<file path="src/rtl/utf8_case_accent_folder_core_defines.svh">
// ----------------------------------------------------------------------------
// utf8 case and accent folder: assertion macros
// shared concurrent assertion forms used by the folder rtl
// ----------------------------------------------------------------------------
`ifndef UTF8_CASE_ACCENT_FOLDER_CORE_DEFINES_SVH
`define UTF8_CASE_ACCENT_FOLDER_CORE_DEFINES_SVH

// same-cycle implication
`define UCAF_ASSERT_IMP(label, clk, rst, ante, cons) \
   label: assert property (@(posedge clk) disable iff (rst) (ante) |-> (cons)) \
      else $error("ucaf: same-cycle check failed");

// next-cycle implication
`define UCAF_ASSERT_NXT(label, clk, rst, ante, cons) \
   label: assert property (@(posedge clk) disable iff (rst) (ante) |=> (cons)) \
      else $error("ucaf: next-cycle check failed");

`endif

</file>
<file path="src/rtl/ucaf_pkg.sv">
// ----------------------------------------------------------------------------
// utf8 case and accent folder package
// types, constants and the latin-1 fold table shared by the folder rtl
// ----------------------------------------------------------------------------
package ucaf_pkg;

   localparam int unsigned MAX_RUN = 4;

   localparam logic [7:0] UPPER_A = 8'h41;
   localparam logic [7:0] UPPER_Z = 8'h5A;
   localparam logic [7:0] LOWER_A = 8'h61;
   localparam logic [7:0] N_TILDE = 8'hF1;
   localparam logic [7:0] FOLD_A  = 8'h61;
   localparam logic [7:0] FOLD_E  = 8'h65;
   localparam logic [7:0] FOLD_I  = 8'h69;
   localparam logic [7:0] FOLD_O  = 8'h6F;
   localparam logic [7:0] FOLD_U  = 8'h75;
   localparam logic [7:0] FOLD_C  = 8'h63;

   localparam logic [20:0] CP_MAX = 21'h10FFFF;

   typedef struct packed {
      logic [20:0] acc;
      logic [1:0]  pend;
      logic [1:0]  seq;
   } state_type;

   typedef struct packed {
      logic [MAX_RUN-1:0][7:0] bytes;
      logic [MAX_RUN-1:0]      bad;
      logic [2:0]              count;
   } run_type;

   function automatic logic [7:0] fold_byte(input logic [7:0] c);
      logic [7:0] r;
      r = c;
      if (c >= UPPER_A && c <= UPPER_Z) begin
         r = c - UPPER_A + LOWER_A;
      end else begin
         case (c)
            8'hD1, 8'hF1: r = N_TILDE;
            8'hC1, 8'hC4, 8'hC5, 8'hE1, 8'hE4, 8'hE5: r = FOLD_A;
            8'hC9, 8'hCB, 8'hE9, 8'hEB: r = FOLD_E;
            8'hCD, 8'hCF, 8'hED, 8'hEF: r = FOLD_I;
            8'hD3, 8'hD6, 8'hD8, 8'hF3, 8'hF6, 8'hF8: r = FOLD_O;
            8'hDA, 8'hDC, 8'hFA, 8'hFC: r = FOLD_U;
            8'hC7, 8'hE7: r = FOLD_C;
            default: r = c;
         endcase
      end
      return r;
   endfunction

endpackage

</file>
<file path="src/rtl/ucaf_decode.sv">
// ----------------------------------------------------------------------------
// utf8 decode, fold and re-encode
// one input byte against the open sequence state gives the next state
// and the run of up to four result bytes
// ----------------------------------------------------------------------------
module ucaf_decode import ucaf_pkg::*; (
   input  logic [7:0] in_byte,
   input  logic       end_of_string,
   input  state_type  state_ff,
   output state_type  state_in,
   output run_type    run
);

   logic                    cont;
   logic [20:0]             acc_cat;
   logic                    start;
   logic                    bad;
   logic                    pre_bad;
   logic                    emit;
   logic                    invalid;
   logic [20:0]             cp;
   logic [20:0]             fc;
   logic [MAX_RUN-1:0][7:0] enc;
   logic [2:0]              enc_len;

   assign cont    = (in_byte[7:6] == 2'b10);
   assign acc_cat = {state_ff.acc[14:0], in_byte[5:0]};

   always_comb begin
      invalid = ((state_ff.seq == 2'd1) && (acc_cat < 21'h80))    ||
                ((state_ff.seq == 2'd2) && (acc_cat < 21'h800))   ||
                ((state_ff.seq == 2'd3) && (acc_cat < 21'h10000)) ||
                (acc_cat > CP_MAX) ||
                (acc_cat >= 21'hD800 && acc_cat <= 21'hDFFF);
   end

   always_comb begin
      state_in = state_ff;
      start    = 1'b1;
      bad      = 1'b0;
      pre_bad  = 1'b0;
      emit     = 1'b0;
      cp       = {13'd0, in_byte};
      if (state_ff.pend != 2'd0) begin
         if (cont) begin
            start         = 1'b0;
            state_in.acc  = acc_cat;
            state_in.pend = state_ff.pend - 2'd1;
            if (state_ff.pend == 2'd1) begin
               if (invalid) begin
                  bad = 1'b1;
               end else begin
                  emit = 1'b1;
                  cp   = acc_cat;
               end
               state_in.acc = '0;
               state_in.seq = 2'd0;
            end
         end else begin
            bad      = 1'b1;
            state_in = '0;
         end
      end
      if (start) begin
         if (!in_byte[7]) begin
            pre_bad = bad;
            bad     = 1'b0;
            emit    = 1'b1;
            cp      = {13'd0, in_byte};
         end else if (in_byte >= 8'hC2 && in_byte <= 8'hDF) begin
            state_in.acc  = {16'd0, in_byte[4:0]};
            state_in.pend = 2'd1;
            state_in.seq  = 2'd1;
         end else if (in_byte >= 8'hE0 && in_byte <= 8'hEF) begin
            state_in.acc  = {17'd0, in_byte[3:0]};
            state_in.pend = 2'd2;
            state_in.seq  = 2'd2;
         end else if (in_byte >= 8'hF0 && in_byte <= 8'hF4) begin
            state_in.acc  = {18'd0, in_byte[2:0]};
            state_in.pend = 2'd3;
            state_in.seq  = 2'd3;
         end else begin
            bad = 1'b1;
         end
      end
      if (end_of_string && state_in.pend != 2'd0) begin
         bad      = 1'b1;
         state_in = '0;
      end
   end

   // only latin-1 code points are folded
   assign fc = (cp[20:8] == 13'd0) ? {13'd0, fold_byte(cp[7:0])} : cp;

   always_comb begin
      enc = '0;
      if (fc < 21'h80) begin
         enc[0]  = fc[7:0];
         enc_len = 3'd1;
      end else if (fc < 21'h800) begin
         enc[0]  = {3'b110, fc[10:6]};
         enc[1]  = {2'b10, fc[5:0]};
         enc_len = 3'd2;
      end else if (fc < 21'h10000) begin
         enc[0]  = {4'b1110, fc[15:12]};
         enc[1]  = {2'b10, fc[11:6]};
         enc[2]  = {2'b10, fc[5:0]};
         enc_len = 3'd3;
      end else begin
         enc[0]  = {5'b11110, fc[20:18]};
         enc[1]  = {2'b10, fc[17:12]};
         enc[2]  = {2'b10, fc[11:6]};
         enc[3]  = {2'b10, fc[5:0]};
         enc_len = 3'd4;
      end
   end

   always_comb begin
      run = '0;
      if (emit && pre_bad) begin
         run.bad[0]   = 1'b1;
         run.bytes[1] = enc[0];
         run.count    = 3'd2;
      end else if (emit) begin
         run.bytes = enc;
         run.count = enc_len;
      end else if (bad) begin
         run.bad[0] = 1'b1;
         run.count  = 3'd1;
      end
   end

endmodule

</file>
<file path="src/rtl/utf8_case_accent_folder_core.sv">
// ----------------------------------------------------------------------------
// utf8 case and accent folder core
// Takes one UTF-8 byte per transfer and returns the folded re-encoding one
// byte per transfer. A byte that completes a code point gives one to four
// result bytes, a malformed sequence gives one result with the malformed
// flag and a zero byte, and an opening or continuation byte may give none.
// An input transfer is taken every cycle as long as the result bytes of the
// previous byte drain in time: the input is held until the last result of the
// run is taken, set by the single run buffer that feeds the result port one
// byte per cycle while rsp_ready holds. No pass after reset is needed.
// ----------------------------------------------------------------------------
`include "utf8_case_accent_folder_core_defines.svh"

module utf8_case_accent_folder_core import ucaf_pkg::*; (
   input  logic       clock,
   input  logic       reset,
   input  logic       req_valid,
   output logic       req_ready,
   input  logic [7:0] req_in_byte,
   input  logic       req_end_of_string,
   output logic       rsp_valid,
   input  logic       rsp_ready,
   output logic [7:0] rsp_out_byte,
   output logic       rsp_run_last,
   output logic       rsp_malformed,
   output logic       rsp_string_done
);

   state_type  state_ff;
   state_type  state_in;
   run_type    run_in;
   run_type    run_ff;
   logic       valid_ff;
   logic [1:0] idx_ff;
   logic [1:0] last_ff;
   logic       eos_ff;
   logic       take;
   logic       rsp_last;

   ucaf_decode u_decode (
      .in_byte       (req_in_byte),
      .end_of_string (req_end_of_string),
      .state_ff      (state_ff),
      .state_in      (state_in),
      .run           (run_in)
   );

   assign rsp_last  = (idx_ff == last_ff);
   assign req_ready = !valid_ff || (rsp_ready && rsp_last);
   assign take      = req_valid && req_ready;

   always_ff @(posedge clock) begin
      if (reset) begin
         state_ff <= '0;
         valid_ff <= 1'b0;
         idx_ff   <= 2'd0;
         last_ff  <= 2'd0;
         eos_ff   <= 1'b0;
      end else begin
         if (take) begin
            state_ff <= state_in;
         end
         if (take && run_in.count != 3'd0) begin
            run_ff   <= run_in;
            valid_ff <= 1'b1;
            idx_ff   <= 2'd0;
            last_ff  <= run_in.count[1:0] - 2'd1;
            eos_ff   <= req_end_of_string;
         end else if (valid_ff && rsp_ready) begin
            if (rsp_last) begin
               valid_ff <= 1'b0;
            end else begin
               idx_ff <= idx_ff + 2'd1;
            end
         end
      end
   end

   assign rsp_valid       = valid_ff;
   assign rsp_out_byte    = run_ff.bytes[idx_ff];
   assign rsp_malformed   = run_ff.bad[idx_ff];
   assign rsp_run_last    = rsp_last;
   assign rsp_string_done = rsp_last && eos_ff;

   `UCAF_ASSERT_IMP(a_bad_zero, clock, reset, rsp_valid && rsp_malformed, rsp_out_byte == 8'd0)
   `UCAF_ASSERT_IMP(a_done_last, clock, reset, rsp_valid && rsp_string_done, rsp_run_last)
   `UCAF_ASSERT_IMP(a_no_overrun, clock, reset, rsp_valid && req_ready,
                    rsp_ready && rsp_run_last)
   `UCAF_ASSERT_NXT(a_eos_closes, clock, reset, take && req_end_of_string,
                    state_ff.pend == 2'd0)

endmodule
</file>
<file path="config.mk">
export PLATFORM = sky130hd
export DESIGN_NAME = utf8_case_accent_folder_core
export DESIGN_NICKNAME = d
export VERILOG_FILES = /design/src/rtl/ucaf_pkg.sv /design/src/rtl/ucaf_decode.sv /design/src/rtl/utf8_case_accent_folder_core.sv
export VERILOG_INCLUDE_DIRS = /design/src /design/src/rtl
export SDC_FILE = /design/constraint.sdc
export NUM_CORES = 1
export LEC_CHECK = 0
export CAP_MARGIN = 10
export CORE_ASPECT_RATIO = 1.25
export CORE_MARGIN = 3
export CORE_UTILIZATION = 49
export CTS_CLUSTER_SIZE = 28
export DETAILED_ROUTE_END_ITERATION = 10
export DONT_BUFFER_PORTS = 1
export SETUP_SLACK_MARGIN = 0.5
export SLEW_MARGIN = 20
export SYNTH_ARGS = -nofsm -noshare
export SYNTH_HDL_FRONTEND = slang
export SYNTH_SLANG_ARGS = --single-unit
</file>
<file path="constraint.sdc">
create_clock -name clock -period 10.7 [get_ports clock]
set_input_delay 2.14 -clock clock [delete_from_list [all_inputs] [get_ports clock]]
set_output_delay 2.14 -clock clock [all_outputs]
set_load 0.01 [all_outputs]
</file>
==> results.json <==
{
  "status": "complete, no violations",
  "final_nets": 404,
  "hold_viol": 0,
  "critPathLaunchType": "primary input",
  "relSlewSlack": 0.3844,
  "cpPeakStageDelay_ns": 0.55,
  "drt_iter0_markers": 326,
  "core_mm2": 0.007062,
  "rsz0062_at_grt": "false",
  "fin_setup_tns_ns": 0,
  "multi_input_area_mm2": 0.002007,
  "dieArea_mm2": 0.008453,
  "finClkSkew_ns": 0.01272,
  "io_pins": 26,
  "overflow": 0,
  "antenna_cells": 0,
  "crit_type": "primary input to register",
  "finalSetupViolCount": 0,
  "max_freq_mhz": 171.1,
  "power.leakage_nw": 1.250,
  "cts_resized": 0,
  "period_share": 0.5461,
  "worstPathArrival_ns": 5.79,
  "synth_top_area_share": 0.2574,
  "grt_pass1_vias": 2847,
  "antenna_found_initial": 0,
  "fin_crit_ns": 5.843,
  "wire_per_inst_um": 19.46,
  "nFillCells": 691,
  "powerDensity_mw_per_mm2": 113.0,
  "end_kind": "register",
  "via_per_inst": 6.526,
  "cts_sinks": 56,
  "cts_inserted_buffers": 5,
  "gp_congestion": 0.9114,
  "crit_required_ns": 10.65,
  "ys_async_sr_fraction": 0,
  "seqPwrFrac": 0.576,
  "cap_violations": 0,
  "syn-num-nets": 422,
  "cts_tree": "built",
  "grt_max_degree": 34,
  "wl_mm": 9.282,
  "ys_ff_latch": 56,
  "post-dp-hpwl_mm": 6.924,
  "synth_largest_area_cell": "edfxtp_1",
  "switchingPower_uw": 113.1,
  "clkTransAtPathRegs_ns": 0.10,
  "pwr-share-clk": 0.278,
  "seq_area_mm2": 0.001431,
  "crit_chain": "nand2_1 > nor3_1 > a21oi_4 > inv_1 > ha_1 > and4bb_2 > nor3_1 > or4b_1 > a21oi_1 > o32ai_2 > a21oi_1 > nor2_1 > ha_1 > a21oi_1 > nand2b_1 > inv_2",
  "drive_above_1_share": 0.09302,
  "p_int_uw": 306.0,
  "swShare": 0.2699,
  "insertion_delay_ns": 0.32,
  "ys.flop_type": "edfxtp_1",
  "ant_nets": 0,
  "firstDrtPassIters": 5,
  "critPathBufInv": 2,
  "yosysUniqueCellTypes": 72,
  "clockRootBuffer": "clkbuf_8",
  "synth_warnings": 0,
  "ys_seq_area_frac": 0.3958,
  "die_width_um": 82.84,
  "ys_top_cells_by_area": "edfxtp_1, dfxtp_1, a21oi_1",
  "tightest_slew_ns": 0.9158,
  "final_max_slew_viol_count": 0,
  "drt_drc_violations_left": 0,
  "yosysMostFrequentCell": "nor2_1",
  "cts_setup_buffers": 0,
  "holdCritPathClass": "register to register",
  "port_buffers": 0,
  "ys_top_cells_by_count": "nor2_1, a21oi_1, nand2_1, edfxtp_1, dfxtp_1",
  "crit_top_cell": "a21oi_1",
  "p_comb_frac": 0.146,
  "postCtsHoldBufs": 0,
  "clk_path_buf_depth": 2,
  "grt_first_pass_wirelength_mm": 15.29,
  "start_util": 0.5120,
  "critPathMaxFanout": 33,
  "synth_edf_count": 31,
  "netlist_instances": 404,
  "totalPowerFinal_uw": 419.2,
  "die_h_um": 102.0,
  "area_growth_syn_to_layout_pct": 2.630,
  "syn_area_mm2": 0.003616,
  "rows": 34,
  "htreeDepth": 2,
  "rrSetupSlack_ns": 5.71,
  "via_count": 3113,
  "critical_path.slowest_cell": "or4b_1",
  "critPathTopFamily": "simple AND/OR/NAND/NOR gates",
  "ir_drop_uv": 54.56,
  "grt.total_usage": 0.2237,
  "postSynthAreaPerCell_um2": 8.950
}
## kinds of logic (layout without fill, tap and decap cells)
group / after synthesis / in the layout / synth area share
compound gates: 125 / 125 / 0.2329
xor+xnor: 7 / 7 / 0.01696
fa+ha+maj: 5 / 5 / 0.01730
buf+inv: 43 / 26 / 0.04913
flops: 56 / 56 / 0.3958
mux: 11 / 11 / 0.05536
simple gates: 157 / 157 / 0.2325
## cells in the final DEF (no fill, tap or decap), types with 3 or more instances in the layout
cell / Yosys / routed
nor2_1: 40 / 40
a21oi_1: 39 / 39
nand2_1: 34 / 34
edfxtp_1: 31 / 31
dfxtp_1: 25 / 25
o21ai_0: 18 / 18
nor3_1: 17 / 17
inv_1: 15 / 14
a22oi_1: 13 / 13
nand3_1: 11 / 11
nor4_1: 8 / 8
and2_1: 7 / 7
mux4_2: 7 / 7
xnor2_1: 5 / 5
nor2b_1: 5 / 5
nand4_1: 5 / 5
nand2b_1: 5 / 5
a31oi_1: 5 / 5
ha_1: 5 / 5
clkbuf_8: 0 / 5
a211oi_1: 4 / 4
a21o_1: 4 / 4
o21a_1: 4 / 4
o22ai_1: 4 / 4
inv_2: 2 / 3
o31ai_1: 3 / 3
a221oi_1: 3 / 3
o2111ai_1: 3 / 3
and3_1: 3 / 3
a22o_1: 3 / 3
## sequential cells by signal, indices dropped and copies added (netlist names)
name,count
state_ff,19
last_ff,2
eos_ff,1
idx_ff,2
rsp_valid,1
run_ff,31
## worst reg2reg max path, stage by stage (launching register included)
cell,delay [ns]
dfxtp_1,0.44
inv_1,0.07
ha_1,0.39
nor3_1,0.53
a21oi_4,0.18
inv_1,0.21
ha_1,0.17
and4bb_2,0.24
nor3_1,0.07
or4b_1,0.55
a21oi_1,0.17
o32ai_2,0.22
a21oi_1,0.21
nor2_1,0.07
ha_1,0.19
a21oi_1,0.28
nand2b_1,0.15
inv_2,0.49
## power by group through the flow
stage                     sequential, mW  clock [mW]  combinational, mW
final                              0.241       0.117             0.0613
after global routing               0.243       0.126             0.0684
after CTS                          0.242       0.118             0.0609
after detailed placement           0.247           0             0.0605
after global placement             0.246           0             0.0607
after floorplan                    0.244           0             0.0555
## final timing paths
kind | start | endpoint | cells past startpoint
min reg2reg | last_ff[1]$_SDFFE_PP0P_ | last_ff[1]$_SDFFE_PP0P_ | 2
min | last_ff[1]$_SDFFE_PP0P_ | last_ff[1]$_SDFFE_PP0P_ | 2
max reg2reg | state_ff[2]$_SDFFE_PP0P_ | run_ff[8]$_SDFFCE_PP0P_ | 17
max | req_in_byte[7] | run_ff[8]$_SDFFCE_PP0P_ | 16
## metrics by stage
| step | area, um2 | setup WS (ns) | utilization | std cells | hold slack (ns) |
|---|---|---|---|---|---|
| after floorplan | 3616 | 4.490 | - | 404 | 0.4343 |
| after global placement | 3622 | 4.348 | 0.5129 | 469 | 0.4678 |
| after detailed placement | 3622 | 4.217 | 0.5129 | 469 | 0.4756 |
| after CTS | 3711 | 4.533 | 0.5255 | 477 | 0.4956 |
| after global routing | 3711 | 4.549 | 0.5255 | 477 | 0.5066 |
| final | 3711 | 4.857 | 0.5255 | 477 | 0.4885 |
## routing by layer
metal,wire [um],vias up,global-route usage
met5,0,-,0
met4,169,0,0.07044
met3,448,15,0.03065
met2,4810,128,0.3926
met1,3854,1485,0.2884
li1,-,1485,-
## final cells by class
class                           instances  share of cell area
Sequential cell                        56              0.3857
Timing Repair Buffer                    1            0.002023
Inverter                               17             0.01719
Multi-Input combinational cell        305              0.5408
Tap cell                               90             0.03034
Clock buffer                            5             0.01854
Clock inverter                          3            0.005394
Power figures use the tool's default switching activity.
